[src/rtl/pdc_pkg.sv]
`timescale 1ns / 1ps
package pdc_pkg;

  localparam int PALETTE_DEPTH = 216;
  localparam int PAL_AW        = 8;
  localparam int CFG_IDX_W     = 2;
  localparam int CFG_DATA_W    = 16;

  localparam logic [CFG_IDX_W-1:0] REG_DEPTH_MODE  = 2'd0;
  localparam logic [CFG_IDX_W-1:0] REG_RED_FMASK   = 2'd1;
  localparam logic [CFG_IDX_W-1:0] REG_GREEN_FMASK = 2'd2;
  localparam logic [CFG_IDX_W-1:0] REG_BLUE_FMASK  = 2'd3;

  localparam logic [1:0] MODE_PASS32  = 2'd0;
  localparam logic [1:0] MODE_BYTES24 = 2'd1;
  localparam logic [1:0] MODE_WORD16  = 2'd2;
  localparam logic [1:0] MODE_PAL8    = 2'd3;

  localparam logic OP_CONVERT = 1'b0;
  localparam logic OP_WRITE   = 1'b1;

  localparam logic [1:0]  RST_DEPTH_MODE  = MODE_BYTES24;
  localparam logic [15:0] RST_RED_FMASK   = 16'hF800;
  localparam logic [15:0] RST_GREEN_FMASK = 16'h07E0;
  localparam logic [15:0] RST_BLUE_FMASK  = 16'h001F;

  localparam logic [1:0] BYTE_BEATS_LEFT = 2'd2;

  typedef struct packed {
    logic        opcode;
    logic [31:0] pixel_value;
    logic [7:0]  palette_slot;
    logic [7:0]  palette_pixel;
  } in_beat_t;

  typedef struct packed {
    logic [31:0] out_value;
    logic        last_of_pixel;
  } out_beat_t;

  typedef struct packed {
    logic [31:0] data;
    logic        multi;
  } emit_item_t;

endpackage

[src/rtl/pdc_quant.sv]
`timescale 1ns / 1ps
module pdc_quant #(
  parameter int LEVELS = 6
) (
  input  logic [7:0]              red,
  input  logic [7:0]              green,
  input  logic [7:0]              blue,
  output logic [pdc_pkg::PAL_AW-1:0] addr,
  output logic                    in_range
);
  import pdc_pkg::*;

  localparam int LV_W   = $clog2(LEVELS);
  localparam int PROD_W = 8 + $clog2(LEVELS + 1);
  localparam int IDX_W  = $clog2(LEVELS * LEVELS * LEVELS);

  function automatic logic [LV_W-1:0] level(input logic [7:0] c);
    logic [PROD_W-1:0] p;
    logic [LV_W-1:0]   lv;
    p  = PROD_W'(c) * PROD_W'(LEVELS);
    lv = '0;
    for (int k = 1; k < LEVELS; k++) begin
      if (p >= PROD_W'(255 * k)) lv = lv + LV_W'(1);
    end
    return lv;
  endfunction

  logic [IDX_W-1:0] idx;

  assign idx = IDX_W'(level(red)) * IDX_W'(LEVELS * LEVELS)
             + IDX_W'(level(green)) * IDX_W'(LEVELS)
             + IDX_W'(level(blue));

  assign in_range = 32'(idx) < 32'(PALETTE_DEPTH);
  assign addr     = PAL_AW'(idx);

endmodule

[src/rtl/pdc_palette.sv]
`timescale 1ns / 1ps
module pdc_palette (
  input  logic                    clk,
  input  logic                    we,
  input  logic [pdc_pkg::PAL_AW-1:0] waddr,
  input  logic [7:0]              wdata,
  input  logic                    re,
  input  logic [pdc_pkg::PAL_AW-1:0] raddr,
  output logic [7:0]              rdata
);
  import pdc_pkg::*;

  logic [7:0] mem [PALETTE_DEPTH];

  always_ff @(posedge clk) begin
    if (we) mem[waddr] <= wdata;
  end

  always_ff @(posedge clk) begin
    if (re) rdata <= mem[raddr];
  end

endmodule

[src/rtl/pdc_emit.sv]
`timescale 1ns / 1ps
module pdc_emit (
  input  logic                clk,
  input  logic                rst,
  input  logic                load,
  input  pdc_pkg::emit_item_t item,
  output logic                free,
  output logic                out_valid,
  input  logic                out_ready,
  output pdc_pkg::out_beat_t  out_data
);
  import pdc_pkg::*;

  logic        e_valid;
  logic        e_multi;
  logic [1:0]  e_left;
  logic [31:0] e_data;
  logic        last;
  logic        fire;

  assign last      = (e_left == 2'd0);
  assign fire      = e_valid && out_ready;
  assign free      = !e_valid || (out_ready && last);
  assign out_valid = e_valid;

  assign out_data.out_value     = e_multi ? {24'd0, e_data[7:0]} : e_data;
  assign out_data.last_of_pixel = last;

  always_ff @(posedge clk) begin
    if (rst) begin
      e_valid <= 1'b0;
      e_left  <= 2'd0;
    end else if (free) begin
      e_valid <= load;
      e_left  <= item.multi ? BYTE_BEATS_LEFT : 2'd0;
    end else if (fire) begin
      e_left <= e_left - 2'd1;
    end
  end

  always_ff @(posedge clk) begin
    if (free) begin
      e_data  <= item.data;
      e_multi <= item.multi;
    end else if (fire) begin
      e_data <= {8'd0, e_data[31:8]};
    end
  end

endmodule

[src/rtl/pixel_depth_converter_unit.sv]
`timescale 1ns / 1ps
// Pixel depth converter. Each convert beat gives one result beat, or three byte beats
// (blue, green, red) in 24-bit mode; palette write beats give none. A new beat is taken
// every cycle while results drain and out_ready holds, giving one pixel per cycle in the
// single-beat modes; in 24-bit mode a pixel waits for the last one's three byte beats,
// set by the single output register. A convert beat is registered with its synchronous
// palette read, then loaded into the output register. Palette holds garbage until written.
module pixel_depth_converter_unit #(
  parameter int CHANNEL_LEVELS = 6
) (
  input  logic                          clk,
  input  logic                          rst,
  input  logic                          cfg_we,
  input  logic [pdc_pkg::CFG_IDX_W-1:0] cfg_index,
  input  logic [pdc_pkg::CFG_DATA_W-1:0] cfg_data,
  input  logic                          in_valid,
  output logic                          in_ready,
  input  pdc_pkg::in_beat_t             in_data,
  output logic                          out_valid,
  input  logic                          out_ready,
  output pdc_pkg::out_beat_t            out_data
);
  import pdc_pkg::*;

  logic [1:0]  depth_mode;
  logic [15:0] red_fmask;
  logic [15:0] green_fmask;
  logic [15:0] blue_fmask;

  always_ff @(posedge clk) begin
    if (rst) begin
      depth_mode  <= RST_DEPTH_MODE;
      red_fmask   <= RST_RED_FMASK;
      green_fmask <= RST_GREEN_FMASK;
      blue_fmask  <= RST_BLUE_FMASK;
    end else if (cfg_we) begin
      case (cfg_index)
        REG_DEPTH_MODE:  depth_mode  <= cfg_data[1:0];
        REG_RED_FMASK:   red_fmask   <= cfg_data;
        REG_GREEN_FMASK: green_fmask <= cfg_data;
        REG_BLUE_FMASK:  blue_fmask  <= cfg_data;
        default: ;
      endcase
    end
  end

  logic              accept;
  logic              conv_acc;
  logic              pal_we;
  logic              pal_re;
  logic [PAL_AW-1:0] q_addr;
  logic              q_in_range;
  logic [7:0]        pal_rdata;

  logic        s1_valid;
  logic [31:0] s1_pix;
  logic        s1_in_range;
  logic        s1_move;
  logic        emit_free;
  emit_item_t  item;
  logic [15:0] word16;

  assign accept   = in_valid && in_ready;
  assign conv_acc = accept && (in_data.opcode == OP_CONVERT);
  assign pal_we   = accept && (in_data.opcode == OP_WRITE)
                 && (in_data.palette_slot < 8'(PALETTE_DEPTH));
  assign pal_re   = conv_acc && q_in_range;

  assign s1_move  = s1_valid && emit_free;
  assign in_ready = !s1_valid || s1_move;

  pdc_quant #(.LEVELS(CHANNEL_LEVELS)) u_quant (
    .red      (in_data.pixel_value[23:16]),
    .green    (in_data.pixel_value[15:8]),
    .blue     (in_data.pixel_value[7:0]),
    .addr     (q_addr),
    .in_range (q_in_range)
  );

  pdc_palette u_palette (
    .clk   (clk),
    .we    (pal_we),
    .waddr (in_data.palette_slot),
    .wdata (in_data.palette_pixel),
    .re    (pal_re),
    .raddr (q_addr),
    .rdata (pal_rdata)
  );

  always_ff @(posedge clk) begin
    if (rst) begin
      s1_valid <= 1'b0;
    end else if (in_ready) begin
      s1_valid <= conv_acc;
    end
  end

  always_ff @(posedge clk) begin
    if (conv_acc) begin
      s1_pix      <= in_data.pixel_value;
      s1_in_range <= q_in_range;
    end
  end

  assign word16 = ({11'd0, s1_pix[7:3]} & blue_fmask)
                | ({5'd0, s1_pix[15:8], 3'd0} & green_fmask)
                | ({s1_pix[23:16], 8'd0} & red_fmask);

  always_comb begin
    item.multi = 1'b0;
    case (depth_mode)
      MODE_PASS32:  item.data = s1_pix;
      MODE_BYTES24: begin
        item.data  = {8'd0, s1_pix[23:0]};
        item.multi = 1'b1;
      end
      MODE_WORD16:  item.data = {16'd0, word16};
      MODE_PAL8:    item.data = s1_in_range ? {24'd0, pal_rdata} : 32'd0;
      default:      item.data = s1_pix;
    endcase
  end

  pdc_emit u_emit (
    .clk       (clk),
    .rst       (rst),
    .load      (s1_move),
    .item      (item),
    .free      (emit_free),
    .out_valid (out_valid),
    .out_ready (out_ready),
    .out_data  (out_data)
  );

`ifndef SYNTHESIS
  a_bytes_follow: assert property (@(posedge clk) disable iff (rst)
    (out_valid && out_ready && !out_data.last_of_pixel) |=> out_valid)
    else $error("byte beat sequence broken");

  a_s1_hold: assert property (@(posedge clk) disable iff (rst)
    (s1_valid && !s1_move) |=> (s1_valid && $stable(s1_pix)))
    else $error("pending pixel lost or changed");

  a_no_rw_clash: assert property (@(posedge clk) disable iff (rst)
    !(pal_we && pal_re))
    else $error("palette read and write in one cycle");

  a_read_only_on_entry: assert property (@(posedge clk) disable iff (rst)
    pal_re |=> s1_valid)
    else $error("palette read without pending pixel");
`endif

endmodule

[config.mk]
export PLATFORM = sky130hd
export DESIGN_NAME = pixel_depth_converter_unit
export DESIGN_NICKNAME = d
export VERILOG_FILES = /design/src/rtl/pdc_pkg.sv /design/src/rtl/pdc_quant.sv /design/src/rtl/pdc_palette.sv /design/src/rtl/pdc_emit.sv /design/src/rtl/pixel_depth_converter_unit.sv
export SDC_FILE = /design/constraint.sdc
export NUM_CORES = 2
export LEC_CHECK = 0
export BUFFER_PORTS_ARGS = -buffer_cell sky130_fd_sc_hd__buf_4
export CELL_PAD_IN_SITES_DETAIL_PLACEMENT = 2
export CELL_PAD_IN_SITES_GLOBAL_PLACEMENT = 2
export CORE_MARGIN = 5
export CORE_UTILIZATION = 53
export DETAILED_ROUTE_END_ITERATION = 16
export GPL_ROUTABILITY_DRIVEN = 0
export MAX_ROUTING_LAYER = met4
export PLACE_DENSITY_LB_ADDON = 0.1
export RECOVER_POWER = 25
export SLEW_MARGIN = 20
export SYNTH_ARGS = -nofsm -noshare
export SYNTH_HDL_FRONTEND = slang
export SYNTH_HIERARCHICAL = 1
export SYNTH_SLANG_ARGS = --single-unit
[constraint.sdc]
create_clock -name clk -period 13.81 [get_ports clk]
set_input_delay 0.6905 -clock clk [delete_from_list [all_inputs] [get_ports clk]]
set_output_delay 0.6905 -clock clk [all_outputs]
set_load 0.01 [all_outputs]
==> results of run 1 <==
## stage by stage
stage / util [%] / hold WS, ns / std cells
after CTS: 59.4 / 0.0314 / 5966
after detailed placement: 54.8 / 0.500 / 5621
after global placement: 54.8 / 0.460 / 5621
after floorplan: - / 0.449 / 3812
## kinds of logic after synthesis
| logic type | Yosys count |
|---|---|
| AOI/OAI and AO/OA | 399 |
| DFF | 1829 |
| muxes | 581 |
| buffers and inverters | 277 |
| xor gates and xnor gates | 19 |
| adders and majority gates | 60 |
| and+or+nand+nor | 647 |
==> flow_summary.yaml, run 1 <==
synth:
  yosys.area_share.simple_pct: 4.20
  synth_fp_nets: 3944
  synthAdderAreaFrac_pct: 1.07
  synth-compound-area-share_pct: 3.89
  synth_edf_count: 1802
  ys_ff_latch: 1829
  yosysWarnings: 6
  synth_area_leader_cell: "edfxtp_1"
  avgSynthCellArea_sq_um: 19.5
  synth_cells: 3812
  synth-xor-area-share_pct: 0.262
  seq_area_frac_synth_pct: 73.7
  synth_area_leaders: "edfxtp_1 (73%), mux4_2 (12%), mux2i_1 (1.8%)"
  synthMuxAreaShare_pct: 14.6
  synth.cell_area_sq_mm: 0.0742
  ys_types: 88
  synth-main-ff-cell: "edfxtp_1"
  ys_async_sr_fraction_pct: 0
  synth_common_cells: "edfxtp_1 (1802), mux4_2 (387), nor2_1 (291)"
  yosys.area.top_type_share_pct: 73.0
  synth_most_common_cell: "edfxtp_1"
  synth_top_family_by_area: "multiplexers"
clocking:
  cts-root-buf: "clkbuf_16"
  clock-sinks: 1829
  cts_hold_buf: 0
  htreeDepth: 4
  max-clock-path-buffers: 3
  numCtsBuffers: 188
  cts_setup_buffers: 0
  ctsResizeCount: 0
floorplanning:
  die_x_microns: 384
  io_pins: 107
  rows: 137
  dieHeight_microns: 384
  start_util_pct: 53.2
placement:
  place_ws_ns: 2.75
  numPortBuffers: 106
  dpl.hpwl_microns: 162000
  dpl_cell_area_sq_mm: 0.0764
global_routing:
  antenna_found_initial: 11
  grt_start_max_net_pins: 138
run_status:
  status: "aborted with a tool error"
  stop_stage: "global routing (5_1_grt)"
  stop_error: "[ERROR DPL-0033] detailed placement checks failed during check placement."
==> inputs of run 2 (changes only) <==
--- a/config.mk
+++ b/config.mk
@@ -6,14 +6,11 @@
 export NUM_CORES = 2
 export LEC_CHECK = 0
 export BUFFER_PORTS_ARGS = -buffer_cell sky130_fd_sc_hd__buf_4
-export CELL_PAD_IN_SITES_DETAIL_PLACEMENT = 2
-export CELL_PAD_IN_SITES_GLOBAL_PLACEMENT = 2
 export CORE_MARGIN = 5
-export CORE_UTILIZATION = 53
+export CORE_UTILIZATION = 40
 export DETAILED_ROUTE_END_ITERATION = 16
 export GPL_ROUTABILITY_DRIVEN = 0
-export MAX_ROUTING_LAYER = met4
-export PLACE_DENSITY_LB_ADDON = 0.1
+export PLACE_DENSITY_LB_ADDON = 0.15
 export RECOVER_POWER = 25
 export SLEW_MARGIN = 20
 export SYNTH_ARGS = -nofsm -noshare
==> run 2 against run 1 <==
- the flow now finishes, with violations (max-capacitance violations, max-slew violations)
- synthesized cell count unchanged
- area after synthesis unchanged
==> flow_summary.yaml, run 2 <==
synth:
  synthMuxAreaShare_pct: 14.6
  synth_fp_nets: 3944
  yosys.area_share.simple_pct: 4.20
  ys_types: 88
  synth.cell_area_sq_mm: 0.0742
  seq_area_frac_synth_pct: 73.7
  synth-xor-area-share_pct: 0.262
  synth_top_family_by_area: "multiplexers"
  synthAdderAreaFrac_pct: 1.07
  yosys.area.top_type_share_pct: 73.0
  synth_area_leader_cell: "edfxtp_1"
  synth_edf_count: 1802
  avgSynthCellArea_sq_um: 19.5
  ys_ff_latch: 1829
  ys_async_sr_fraction_pct: 0
  synth_most_common_cell: "edfxtp_1"
  synth_common_cells: "edfxtp_1 (1802), mux4_2 (387), nor2_1 (291)"
  synth_area_leaders: "edfxtp_1 (73%), mux4_2 (12%), mux2i_1 (1.8%)"
  synth_cells: 3812
  synth-main-ff-cell: "edfxtp_1"
  yosysWarnings: 6
  synth-compound-area-share_pct: 3.89
final_layout:
  fin_nets: 4108
  top_register: "u_palette/mem"
  largest_registers: "u_palette/mem (1728), s1_pix (32), u_emit/e_data (32)"
  area_growth_pct: 12.1
  largest_reg_flops: 1728
  fillers: 15700
  final_cell_mix: "edfxtp_1 (1802), mux4_2 (387), nor2_1 (291), clkbuf_16 (193), mux2i_1 (135)"
  final_common_cell: "edfxtp_1"
  drive_above_1_share_pct: 21.0
clocking:
  clk_pin_slew_ns: 0.06
  clkLatencyLatePin_ns: 0.83
  clock-sinks: 1829
  htreeDepth: 4
  max-clock-path-buffers: 3
  cts-root-buf: "clkbuf_16"
  numCtsBuffers: 191
  cts_tree: "built"
  ctsResizeCount: 0
route:
  wl_per_cell_microns: 29.4
  drt_iter0_drc: 3358
  ant_nets: 0
  vias_per_cell: 5.70
  routed_wl_microns: 194000
  dr.pass1.iters: 7
  drc: 0
  via_count: 37700
global_routing:
  track_usage_pct: 19.8
  grt_pass1_wl_microns: 278000
  grt_start_max_net_pins: 105
  grt_pass1_vias: 37500
  grt_overflow: 0
  antenna_found_initial: 6
timing:
  hold_violations: 0
  setup_viol: 0
  final.setup.tns_ns: 0
  relSlewSlack_pct: -242
  skew_ns: 0.0398
  worst_pin_slew_ns: 5.13
  slew_viol_final: 1106
  fin_crit_sh_pct: 64.8
  max_freq_mhz: 112
  period_needed_ns: 8.94
  rsz0062_at_grt: "false"
worst_setup_path:
  cpMostUsedCell: "ha_1"
  slowest_stage: "nand2b_1"
  cp.arrival_ns: 9.59
  crit_fanout: 27
  cp_data_required_time_ns: 14.46
  critPathCaptureType: "register"
  cp-start-kind: "input pin"
  cp_slowest_stage_delay_ns: 0.90
  criticalPathCategory: "in -> reg"
run_status:
  failed_checks: "max-capacitance violations, max-slew violations"
  status: "complete, but fails checks"
floorplanning:
  die_x_microns: 441
  die_area_sq_mm: 0.194
  dieHeight_microns: 441
  core_area_sq_mm: 0.185
  io_pins: 107
  start_util_pct: 40.1
  rows: 158
job:
  drv_cap: 16
placement:
  dpl.hpwl_microns: 121000
  numPortBuffers: 106
worst_hold_path:
  hold_class: "in -> reg"
run 2: logic make-up (layout without fill, tap and decap cells):
kind of cell | Yosys count | after routing
multiplexers | 581 | 581
flip-flops | 1829 | 1829
other | 0 | 4
XOR/XNOR | 19 | 19
AND/OR/NAND/NOR | 647 | 647
buffers and inverters | 277 | 595
AO/OA/AOI/OAI | 399 | 399
adder cells (fa/ha/maj) | 60 | 60
run 2: final cells by class:
type	count	area, sq um	share of cell area (%)
Multi-Input combinational cell	1706	17900	21.6
Antenna cell	4	10.0	0.0120
Clock inverter	104	838	1.01
Tap cell	2480	3100	3.73
Timing Repair Buffer	185	1330	1.60
Clock buffer	243	5020	6.04
Inverter	63	236	0.285
Sequential cell	1829	54700	65.8
run 2: metal layers:
layer | track usage [%] | up-vias | part of all wire, %
met5 | 0 | - | 0
met4 | 4.90 | 0 | 2.3
met3 | 3.41 | 284 | 6.0
met2 | 31.0 | 1165 | 47
met1 | 29.1 | 20300 | 45
li1 | - | 15900 | -
run 2: final timing paths:
kind / from / to / slack, ns / depth (start not counted)
setup / recovery: in_data[25] / u_palette/rdata[4] / 4.87 / 30
hold / removal: out_ready / u_emit/e_left[1] / 0.11 / 2
setup reg to reg: u_emit/e_left[0] / u_palette/mem[158][2] / 9.23 / 12
hold reg to reg: red_fmask[9] / red_fmask[9] / 0.48 / 2
run 2: critical path: cells and delay by family:
kind | cells | cell delay [ns]
AO/OA/AOI/OAI | 10 | 3.31
adder cells (fa/ha/maj) | 9 | 2.56
AND/OR/NAND/NOR | 2 | 1.19
buffers and inverters | 5 | 0.74
multiplexers | 2 | 0.56
XOR/XNOR | 2 | 0.52
run 2: per-stage QoR:
step	setup WS [ns]	std cells	hold WS, ns	instance area, sq um	util [%]
after floorplan	6.22	3812	0.449	74200	-
after global placement	4.39	6255	0.462	77300	41.8
after detailed placement	4.23	6255	0.465	77300	41.8
after CTS	5.12	6610	0.00229	83300	45.1
after global routing	4.53	6611	0.0679	83100	44.9
final	4.87	6614	0.114	83100	45.0
run 2: repair_timing:
action | CTS | global route
hold buffers | 8 | 0
buffers inserted | 0 | 0
endpoints found under the hold margin | 8 | 0
Power of run 2 is left out: the tool's default activity adds up to more than one toggle a clock period on the data nets, which glitch-free logic cannot reach.
